[config.mk]
export PLATFORM = sky130hd
export DESIGN_NAME = sensor_delta_varint_encoder
export DESIGN_NICKNAME = d
export VERILOG_FILES = /design/src/rtl/core/sdve_pkg.sv /design/src/rtl/core/sensor_delta_varint_encoder.sv /design/src/rtl/core/sdve_ref_store.sv /design/src/rtl/core/sdve_alu.sv
export SDC_FILE = /design/constraint.sdc
export NUM_CORES = 1
export LEC_CHECK = 0
export ABC_AREA = 1
export BUFFER_PORTS_ARGS = -buffer_cell sky130_fd_sc_hd__buf_2
export CAP_MARGIN = 40
export CORE_MARGIN = 5
export CORE_UTILIZATION = 30
export DETAILED_ROUTE_END_ITERATION = 12
export PLACE_DENSITY_LB_ADDON = 0.05
export SYNTH_ARGS = -nofsm -noshare
export SYNTH_HDL_FRONTEND = slang
export SYNTH_HIERARCHICAL = 1
export SYNTH_SLANG_ARGS = --single-unit
[constraint.sdc]
create_clock -name clk -period 17.3 [get_ports clk]
set_clock_uncertainty 0.1 [all_clocks]
set_input_delay 3.46 -clock clk [delete_from_list [all_inputs] [get_ports clk]]
set_output_delay 3.46 -clock clk [all_outputs]
set_load 0.01 [all_outputs]
[src/rtl/core/sdve_pkg.sv]
// ----------------------------------------------------------------------------
// sdve_pkg
// Shared types and constants for the sensor delta varint encoder.
// ----------------------------------------------------------------------------
package sdve_pkg;

  localparam int unsigned DATA_W        = 32;
  localparam int unsigned IDX_W         = 4;
  localparam int unsigned THR_W         = 31;
  localparam int unsigned MASK_W        = 16;
  localparam int unsigned CFG_DATA_W    = 31;
  localparam int unsigned CFG_IDX_W     = 1;
  localparam int unsigned SENSOR_COUNT  = 10;

  localparam logic [THR_W-1:0]  THR_RESET  = THR_W'(1);
  localparam logic [MASK_W-1:0] MASK_RESET = '0;

  localparam logic [7:0] RESYNC_MARK = 8'hFF;
  localparam logic [6:0] GROUP_MASK  = 7'h7F;
  localparam logic [7:0] MORE_FLAG   = 8'h80;

  typedef enum logic [CFG_IDX_W-1:0] {
    REG_THRESHOLD = 1'b0,
    REG_IGNORE    = 1'b1
  } cfg_reg_t;

  typedef enum logic {
    KIND_DELTA  = 1'b0,
    KIND_RESYNC = 1'b1
  } kind_t;

  typedef struct packed {
    logic              en;
    logic [IDX_W-1:0]  addr;
    logic [DATA_W-1:0] data;
  } ref_wr_t;

  function automatic logic [DATA_W-1:0] zigzag(input logic [DATA_W-1:0] v);
    zigzag = {v[DATA_W-2:0], 1'b0} ^ {DATA_W{v[DATA_W-1]}};
  endfunction

endpackage

[src/rtl/core/sensor_delta_varint_encoder.sv]
// Sequence: a resync passes from accept through S_LOOK to S_MARK, a delta
//   through S_LOOK, S_MAG and S_CMP to S_IDX, before the first byte is sent.
// Throughput: one item at a time, one output byte per cycle while out_stall
//   is low; a new item is taken only once the last is done, as the shared
//   subtractor serves difference, negate and compare in turn.
// Reset: rst_n clears all known bits, the threshold to 1 and the ignore mask.
// ----------------------------------------------------------------------------
// sensor_delta_varint_encoder
// Delta/resync sample encoder emitting zigzag LEB128 varint records.
// ----------------------------------------------------------------------------
module sensor_delta_varint_encoder #(
  parameter int unsigned SENSOR_COUNT = sdve_pkg::SENSOR_COUNT
) (
  input  logic                              clk,
  input  logic                              rst_n,
  input  logic                              cfg_we,
  input  logic [sdve_pkg::CFG_IDX_W-1:0]    cfg_index,
  input  logic [sdve_pkg::CFG_DATA_W-1:0]   cfg_wdata,
  input  logic                              in_valid,
  output logic                              in_stall,
  input  logic                              in_kind,
  input  logic [sdve_pkg::IDX_W-1:0]        in_sensor_index,
  input  logic signed [sdve_pkg::DATA_W-1:0] in_sample_value,
  output logic                              out_valid,
  input  logic                              out_stall,
  output logic [7:0]                        out_byte,
  output logic                              out_last_byte
);

  typedef enum logic [2:0] {
    S_IDLE, S_LOOK, S_MAG, S_CMP, S_MARK, S_IDX, S_VAR
  } state_t;

  state_t                          state_r, state_nxt;
  logic [sdve_pkg::THR_W-1:0]      thr_r;
  logic [sdve_pkg::MASK_W-1:0]     ignore_r;
  logic                            kind_r, kind_nxt;
  logic [sdve_pkg::IDX_W-1:0]      idx_r, idx_nxt;
  logic [sdve_pkg::DATA_W-1:0]     val_r, val_nxt;
  logic [sdve_pkg::DATA_W-1:0]     work_r, work_nxt;
  logic                            out_valid_r, out_valid_nxt;
  logic [7:0]                      out_byte_r, out_byte_nxt;
  logic                            out_last_r, out_last_nxt;

  logic [sdve_pkg::DATA_W-1:0]     alu_a, alu_b, alu_diff;
  logic                            alu_nb;
  logic [sdve_pkg::DATA_W-1:0]     ref_value;
  logic                            ref_known;
  logic [sdve_pkg::IDX_W-1:0]      rd_idx;
  sdve_pkg::ref_wr_t               ref_wr;
  logic                            in_take, out_free, in_range, var_last;

  assign in_take  = in_valid && !in_stall;
  assign out_free = !out_valid_r || !out_stall;
  assign in_range = ({1'b0, idx_r} < (sdve_pkg::IDX_W + 1)'(SENSOR_COUNT));
  assign var_last = (work_r[sdve_pkg::DATA_W-1:7] == '0);
  assign rd_idx   = (state_r == S_IDLE) ? in_sensor_index : idx_r;

  sdve_ref_store #(.SENSOR_COUNT(SENSOR_COUNT)) u_store (
    .clk      (clk),
    .rst_n    (rst_n),
    .rd_addr  (rd_idx),
    .rd_value (ref_value),
    .rd_known (ref_known),
    .wr       (ref_wr)
  );

  sdve_alu u_alu (
    .op_a      (alu_a),
    .op_b      (alu_b),
    .diff      (alu_diff),
    .no_borrow (alu_nb)
  );

  always_ff @(posedge clk) begin
    if (!rst_n) begin
      thr_r    <= sdve_pkg::THR_RESET;
      ignore_r <= sdve_pkg::MASK_RESET;
    end else if (cfg_we) begin
      unique case (sdve_pkg::cfg_reg_t'(cfg_index))
        sdve_pkg::REG_THRESHOLD: thr_r    <= cfg_wdata;
        sdve_pkg::REG_IGNORE:    ignore_r <= cfg_wdata[sdve_pkg::MASK_W-1:0];
        default: ;
      endcase
    end
  end

  always_comb begin
    state_nxt     = state_r;
    kind_nxt      = kind_r;
    idx_nxt       = idx_r;
    val_nxt       = val_r;
    work_nxt      = work_r;
    out_valid_nxt = out_valid_r && out_stall;
    out_byte_nxt  = out_byte_r;
    out_last_nxt  = out_last_r;
    alu_a         = '0;
    alu_b         = '0;
    ref_wr.en     = 1'b0;
    ref_wr.addr   = idx_r;
    ref_wr.data   = val_r;
    unique case (state_r)
      S_IDLE: begin
        if (in_take) begin
          kind_nxt  = in_kind;
          idx_nxt   = in_sensor_index;
          val_nxt   = in_sample_value;
          state_nxt = S_LOOK;
        end
      end
      S_LOOK: begin
        alu_a    = val_r;
        alu_b    = ref_value;
        work_nxt = alu_diff;
        if (!in_range) begin
          state_nxt = S_IDLE;
        end else if (kind_r == sdve_pkg::KIND_RESYNC) begin
          if (ignore_r[idx_r]) begin
            state_nxt = S_IDLE;
          end else begin
            ref_wr.en = 1'b1;
            work_nxt  = sdve_pkg::zigzag(val_r);
            state_nxt = S_MARK;
          end
        end else if (!ref_known) begin
          ref_wr.en = 1'b1;
          state_nxt = S_IDLE;
        end else begin
          state_nxt = S_MAG;
        end
      end
      S_MAG: begin
        alu_a     = '0;
        alu_b     = work_r;
        val_nxt   = work_r[sdve_pkg::DATA_W-1] ? alu_diff : work_r;
        work_nxt  = val_r;
        state_nxt = S_CMP;
      end
      S_CMP: begin
        alu_a    = val_r;
        alu_b    = {1'b0, thr_r};
        val_nxt  = work_r;
        work_nxt = sdve_pkg::zigzag(work_r - ref_value);
        if (!alu_nb) begin
          state_nxt = S_IDLE;
        end else begin
          ref_wr.en   = 1'b1;
          ref_wr.data = work_r;
          state_nxt   = S_IDX;
        end
      end
      S_MARK: begin
        if (out_free) begin
          out_valid_nxt = 1'b1;
          out_byte_nxt  = sdve_pkg::RESYNC_MARK;
          out_last_nxt  = 1'b0;
          state_nxt     = S_IDX;
        end
      end
      S_IDX: begin
        if (out_free) begin
          out_valid_nxt = 1'b1;
          out_byte_nxt  = 8'(idx_r);
          out_last_nxt  = 1'b0;
          state_nxt     = S_VAR;
        end
      end
      S_VAR: begin
        if (out_free) begin
          out_valid_nxt = 1'b1;
          out_byte_nxt  = {1'b0, work_r[6:0] & sdve_pkg::GROUP_MASK} |
                          (var_last ? 8'h00 : sdve_pkg::MORE_FLAG);
          out_last_nxt  = var_last;
          work_nxt      = work_r >> 7;
          if (var_last) begin
            state_nxt = S_IDLE;
          end
        end
      end
      default: state_nxt = S_IDLE;
    endcase
  end

  always_ff @(posedge clk) begin
    if (!rst_n) begin
      state_r     <= S_IDLE;
      out_valid_r <= 1'b0;
    end else begin
      state_r     <= state_nxt;
      out_valid_r <= out_valid_nxt;
    end
    kind_r     <= kind_nxt;
    idx_r      <= idx_nxt;
    val_r      <= val_nxt;
    work_r     <= work_nxt;
    out_byte_r <= out_byte_nxt;
    out_last_r <= out_last_nxt;
  end

  assign in_stall      = (state_r != S_IDLE);
  assign out_valid     = out_valid_r;
  assign out_byte      = out_byte_r;
  assign out_last_byte = out_last_r;

endmodule

[src/rtl/core/sdve_ref_store.sv]
// ----------------------------------------------------------------------------
// sdve_ref_store
// Per-sensor reference values with known bits; registered read port.
// ----------------------------------------------------------------------------
module sdve_ref_store #(
  parameter int unsigned SENSOR_COUNT = sdve_pkg::SENSOR_COUNT
) (
  input  logic                             clk,
  input  logic                             rst_n,
  input  logic [sdve_pkg::IDX_W-1:0]       rd_addr,
  output logic [sdve_pkg::DATA_W-1:0]      rd_value,
  output logic                             rd_known,
  input  sdve_pkg::ref_wr_t                wr
);

  localparam int unsigned AW = (SENSOR_COUNT > 1) ? $clog2(SENSOR_COUNT) : 1;

  logic [sdve_pkg::DATA_W-1:0] ref_mem [SENSOR_COUNT];
  logic [SENSOR_COUNT-1:0]     known_r;
  logic [sdve_pkg::DATA_W-1:0] rd_value_r;
  logic                        rd_known_r;
  logic [AW-1:0]               rd_a;
  logic [AW-1:0]               wr_a;

  assign rd_a = AW'(rd_addr);
  assign wr_a = AW'(wr.addr);

  always_ff @(posedge clk) begin
    if (wr.en) begin
      ref_mem[wr_a] <= wr.data;
    end
    rd_value_r <= ref_mem[rd_a];
  end

  always_ff @(posedge clk) begin
    if (!rst_n) begin
      known_r    <= '0;
      rd_known_r <= 1'b0;
    end else begin
      if (wr.en) begin
        known_r[wr_a] <= 1'b1;
      end
      rd_known_r <= known_r[rd_a];
    end
  end

  assign rd_value = rd_value_r;
  assign rd_known = rd_known_r;

endmodule

[src/rtl/core/sdve_alu.sv]
// ----------------------------------------------------------------------------
// sdve_alu
// Shared 32-bit subtractor with carry out; serves difference, negate and
// threshold compare in turn.
// ----------------------------------------------------------------------------
module sdve_alu (
  input  logic [sdve_pkg::DATA_W-1:0] op_a,
  input  logic [sdve_pkg::DATA_W-1:0] op_b,
  output logic [sdve_pkg::DATA_W-1:0] diff,
  output logic                        no_borrow
);

  logic [sdve_pkg::DATA_W:0] sum;

  assign sum       = {1'b0, op_a} + {1'b0, ~op_b} + (sdve_pkg::DATA_W + 1)'(1);
  assign diff      = sum[sdve_pkg::DATA_W-1:0];
  assign no_borrow = sum[sdve_pkg::DATA_W];

endmodule

# [Word-level counts from Yosys, hierarchy flattened]
# Memories as Yosys holds them, arrays and structs flattened. A register that Yosys moved wholly into a read port is not among the register bits.
# Cells that the tools add are included.
[totals] in_bits=74 reg_bits=140 ramBits=320 out_inout_bits=11 elab_cells=111 memories=1
[classes] magnitude_cmp=4 n_addsub=3 n_mux=48 bitwise=6 n_eq_ne=12 reduce_logical=25
[mem_list] name="u_store.ref_mem" words=10 width=32 rd=1 rd_clocked_by_memory_dff=1 wr=1 line_no="sdve_ref_store.sv:18" source="logic [sdve_pkg::DATA_W-1:0] ref_mem [SENSOR_COUNT];"
[ops] cell="two-way mux 32 bit" n=9
[ops] cell="one-hot mux 32 bit (3 select lines)" n=2
[ops] cell="one-hot mux 32 bit (4 select lines)" n=1
[ops] cell="bitwise XOR 32 bit" n=2
[ops] cell="adder 32 x 32 -> 33 bit" n=1
[ops] cell="adder 33 x 1 -> 33 bit, second input constant" n=1
[ops] cell="two-way mux 8 bit" n=4
[ops] cell="NOT 32 bit" n=1
[ops] cell="subtractor 32 bit" n=1
[ops] cell="two-way mux 3 bit" n=9
[ops] cell="zero test 25 bit" n=1
[ops] cell="one-hot mux 8 bit (3 select lines)" n=1
[ops] cell="one-hot mux 3 bit (7 select lines)" n=1
[ops] cell="two-way mux 1 bit" n=14
[ops] cell="< comparator 4 x 5 -> 1 bit, second input constant" n=2
[ops] cell="!= test 2 bit, second input constant" n=5
[ops] cell="OR 10 bit" n=1
[ops] cell="AND reduction 2 bit" n=5
[ops] cell="equality test 3 bit, second input constant" n=3
[ops] cell="nonzero test 3 bit" n=3
[ops] cell="binary-select mux 1 bit (select 4 bit)" n=2
[ops] cell="OR 7 x 8 -> 8 bit" n=1
[ops] cell="equality test 3 x 2 -> 1 bit, second input constant" n=2
[ops] cell="AND reduction 5 bit" n=1
[ops] cell="19 further kinds" n=25

# [Depth between registers and ports, before layout]
[depth] word_depth=9 depth_mapped=30 mapped_depth_nobuf=27

# [By module]
# Netlist, hierarchy kept.
[modules_own_cells] module="sdve_ref_store" area_per_inst_um2=13932.1 n_inst=1 seq_area_each_um2=10470.0 cells_per_inst=1078
[modules_own_cells] module="sensor_delta_varint_encoder" area_per_inst_um2=11081.9 n_inst=1 seq_area_each_um2=3363.2 cells_per_inst=1761
[modules_own_cells] module="sdve_alu" area_per_inst_um2=2558.7 n_inst=1 seq_area_each_um2=0.0 cells_per_inst=547

# [Least setup slack after synthesis]
# No wires, ideal clock.
[synth_timing] path_type="reg-to-reg" from="register state_r[1]" to="memory u_store/ref_mem[2][0] (netlist bit), enable pin" n_path_buf=2 path_slack_ns=11.460 arrival_time_ns=5.276 setup_ns=0.464 stages_incl_launch_ff=24 synth_period_minus_slack_ns=5.840 required_time_ns=16.736 path_cell_list="dfxtp_1 -> inv_2 -> nor2_1 -> inv_1 -> nor2_2 -> inv_1 -> buf_2 -> nor2_1 -> a221o_1 -> ha_1 -> fa_1 -> inv_1 -> nand3_1 -> nand3_1 -> nand2_1 -> a21oi_2 -> nor2_1 -> o21ai_1 -> nand2_1 -> clkbuf_1 -> o21ai_0 -> or2_2 -> inv_1 -> nor3_1"
[synth_rtl] item="start: declaration" line_no="sensor_delta_varint_encoder.sv:34" source="state_t state_r, state_nxt;"
[synth_rtl] item="start signal: assignment" line_no="sensor_delta_varint_encoder.sv:189" source="state_r <= state_nxt;"
[synth_rtl] item="end: declaration" line_no="sdve_ref_store.sv:18"

==> impl_metrics.env <==
export IMPL_run_status="finished, final reports clean"
export IMPL_grt_pass1_wl_um=148000
export IMPL_ctsHoldBuffers=0
export IMPL_final_nets=3591
export IMPL_grt_met3_usage_pct=2.43
export IMPL_grt_pass1_vias=22500
export IMPL_yosys_warnings=6
export IMPL_end_kind="register"
export IMPL_rrSetupSlack_ns=11.34
export IMPL_fillerInstances=9627
export IMPL_postCtsResizedCells=0
export IMPL_first_pass_iters=5
export IMPL_leakagePower_nw=13.5
export IMPL_vias=23100
export IMPL_arrival_ns=6.09
export IMPL_port_buffers=84
export IMPL_yosys_top_cells_count="711 x nand2_1, 493 x inv_1, 470 x nor2_1"
export IMPL_drtIter0Drc=1763
export IMPL_p_per_area_nw_per_um2=190
export IMPL_r2r_cells=26
export IMPL_path_clk_slew_ns=0.06
export IMPL_grt_use_met2_pct=32.3
export IMPL_startpoint="state_r[1]"
export IMPL_period_share_pct=34.4
export IMPL_clock_latency_ns=0.64
export IMPL_antenna_left=0
export IMPL_dp_slack_ns=10.94
export IMPL_cts_num_sinks=492
export IMPL_met1_usage_pct=28.6
export IMPL_netlist_area_sq_um=27600
export IMPL_post_drt_wl_per_cell_um=21.5
export IMPL_synth_most_common_cell="nand2_1"
export IMPL_htreeDepth=2
export IMPL_fmax_mhz=168
export IMPL_final_core_util_pct=34.2
export IMPL_timing_rr_start="state_r[1]"
export IMPL_drt_wl_total_um=101000
export IMPL_hold_violations=0
export IMPL_ys_ff_latch=492
export IMPL_critPathLaunchType="register"
export IMPL_cts_root_buf="clkbuf_16"
export IMPL_worstPathMaxFanout=59
export IMPL_synth_area_top_cells="edfxtp_1 43%, nand2_1 9.7%, dfxtp_1 6.8%"
export IMPL_synth_edf_count=398
export IMPL_endpoint="u_store/ref_mem[5][29]"
export IMPL_finalSetupViolCount=0
export IMPL_clk_path_buf_depth=3
export IMPL_place_hpwl_um=71100
export IMPL_yosysTopAreaCell="edfxtp_1"
export IMPL_via_per_inst=4.93
export IMPL_maxCapViolCount=0
export IMPL_syn_nets=3526
export IMPL_grt_most_used_layer="met2"
export IMPL_core_area_sq_um=91400
export IMPL_post_cts_setup_buffer_count=0
export IMPL_fin_hold_ws_ns=0.358
export IMPL_drive_gt1_share_pct=9.44
export IMPL_areaGrowthSynthToFinish_pct=13.3
export IMPL_async_flop_share_pct=0
export IMPL_r2r_end="u_store/ref_mem[5][29]"
export IMPL_die_h_um=313
export IMPL_synth_top_flop_cell="edfxtp_1"
export IMPL_syn_inst=3386
export IMPL_floorplan_initialDensity_pct=30.2
export IMPL_setup_slack_ns=11.34
export IMPL_slew_violations=0
export IMPL_setup_tns_ns=0
export IMPL_die_w_um=313
export IMPL_hp_class="reg -> reg"
export IMPL_syn_avg_cell_area_sq_um=8.14
export IMPL_worst_ir_drop_vdd_v=0.0000861
export IMPL_yosysSeqAreaShare_pct=50.2
export IMPL_synth_cell_types=46
export IMPL_maxSlewHeadroom_pct=24.0
export IMPL_critical_path_class="reg -> reg"
export IMPL_cts_tree="yes"
export IMPL_grt_overflow=0
export IMPL_power_mw=5.94
export IMPL_rsz0062_at_grt="no"
export IMPL_antenna_found_initial=2
export IMPL_drc=0
export IMPL_worstHoldPathCells=2
export IMPL_cts_buffers=54
export IMPL_required_ns=17.43
export IMPL_grt_max_degree=200
export IMPL_yosys_area_top_type_share_pct=43.3
export IMPL_num_rows=111
export IMPL_place_gp_congestion=0.927
export IMPL_worst_pin_slew_ns=1.14
export IMPL_die_area_sq_um=98100
export IMPL_grtUsageTotal_pct=19.9
export IMPL_ioPinCount=85
export IMPL_min_period_ns=5.96
## stage by stage
stage,area (sq um),std cells
5_1_grt,31300,4681
6_report,31300,4682
4_1_cts,31300,4681
3_3_place_gp,29200,4564
2_1_floorplan,27600,3386
3_5_place_dp,29400,4581
## logic make-up (layout without fill, tap and decap cells)
kind of cell,after synthesis,after routing,share of synthesized area [%]
DFF,492,492,50.2
and+or+nand+nor,1575,1575,24.0
AOI/OAI and AO/OA,538,538,10.9
other,0,1,0
adders and majority gates,66,66,3.05
xor gates and xnor gates,62,62,1.97
buffers and inverters,653,762,9.87
## sequential cells by signal, summed over array words and instances (netlist names), 3 cells and up
register          cells
u_store/ref_mem     320
work_r               32
thr_r                31
state_r               3
idx_r                 4
out_byte              8
ignore_r             16
val_r                32
u_store/rd_value     32
u_store/known_r      10
## metal layers
| layer | vias to the layer above | part of all wire, % |
|---|---|---|
| met4 | 0 | 2.2 |
| met3 | 113 | 4.2 |
| met5 | - | 0 |
| met2 | 507 | 46 |
| met1 | 11200 | 48 |
| li1 | 11300 | - |
## how the worst min path moves through the flow
stage                     slack [ns]                   end              startpoint
after floorplan                 0.33  u_store/rd_value[14]  u_store/ref_mem[9][14]
after global placement          0.34          ignore_r[13]            ignore_r[13]
after detailed placement        0.34  u_store/rd_value[31]  u_store/ref_mem[9][31]
after CTS                       0.36  u_store/rd_value[31]  u_store/ref_mem[9][31]
after global routing            0.38          ignore_r[13]            ignore_r[13]
final                           0.36  u_store/rd_value[21]  u_store/ref_mem[9][21]
## critical path: stages (launching register included)
cell and delay, ns:
dfxtp_1 0.37, inv_2 0.07, nor2_1 0.04, inv_1 0.15, nor2_2 0.04, buf_4 0.26
inv_2 0.18, buf_4 0.61, nor2_1 0.12, a221o_1 0.29, ha_1 0.22, fa_1 0.42
inv_1 0.11, nand3_1 0.07, nand3_1 0.16, nand2_1 0.11, a21oi_2 0.16, nor2_1 0.07
o21ai_1 0.14, nand2_2 0.08, o21ai_0 0.25, or2_2 0.29, inv_1 0.14, nor3_1 0.24
inv_1 0.15, nor2_4 0.09, buf_4 0.56
## where the power goes
group          internal (mW)  total, mW  switching (mW)
registers               1.53       1.69           0.160
logic                  0.915       3.08            2.16
clock network          0.685       1.18           0.490
total                   3.13       5.94            2.81
## final cells by class
cell class	count	area, sq um	share of cell area, %
timing repair buffer	158	1100	3.53
tap	1186	1480	4.75
clock buffer	74	1470	4.69
antenna	1	2.50	0.00801
sequential	492	13800	44.3
clock inverter	26	335	1.07
multi-input combinational	2241	11100	35.6
inverter	504	1900	6.07
## cell usage in the layout, fill, tap and decap left out, types with 3 or more instances in the layout
cell type,Yosys,final
o211ai_1,69,69
o22ai_1,31,30
edfxtp_1,398,398
ha_1,64,64
nand2_2,12,14
nand4_1,49,49
nor2_2,37,41
bufinv_16,0,6
o21ai_1,66,73
inv_1,493,489
buf_12,1,4
o21bai_1,4,4
buf_4,5,62
dfxtp_1,94,94
clkbuf_16,0,54
clkinv_2,0,6
inv_2,7,11
nand3_1,262,262
nand2_1,711,709
nand3b_1,4,4
xor2_1,24,24
nor2_1,470,459
clkbuf_8,0,4
clkbuf_1,65,16
a21oi_1,111,111
nand2_4,6,6
nor3_1,10,8
a21oi_2,3,3
buf_2,33,87
o21ai_0,221,212
clkinv_1,3,13
nor2_4,0,7
xnor2_1,38,38
a22oi_1,25,25
nand3_2,8,8
buf_16,0,4
nor4_1,3,3
No activity file was read; power rests on OpenSTA's default activity.
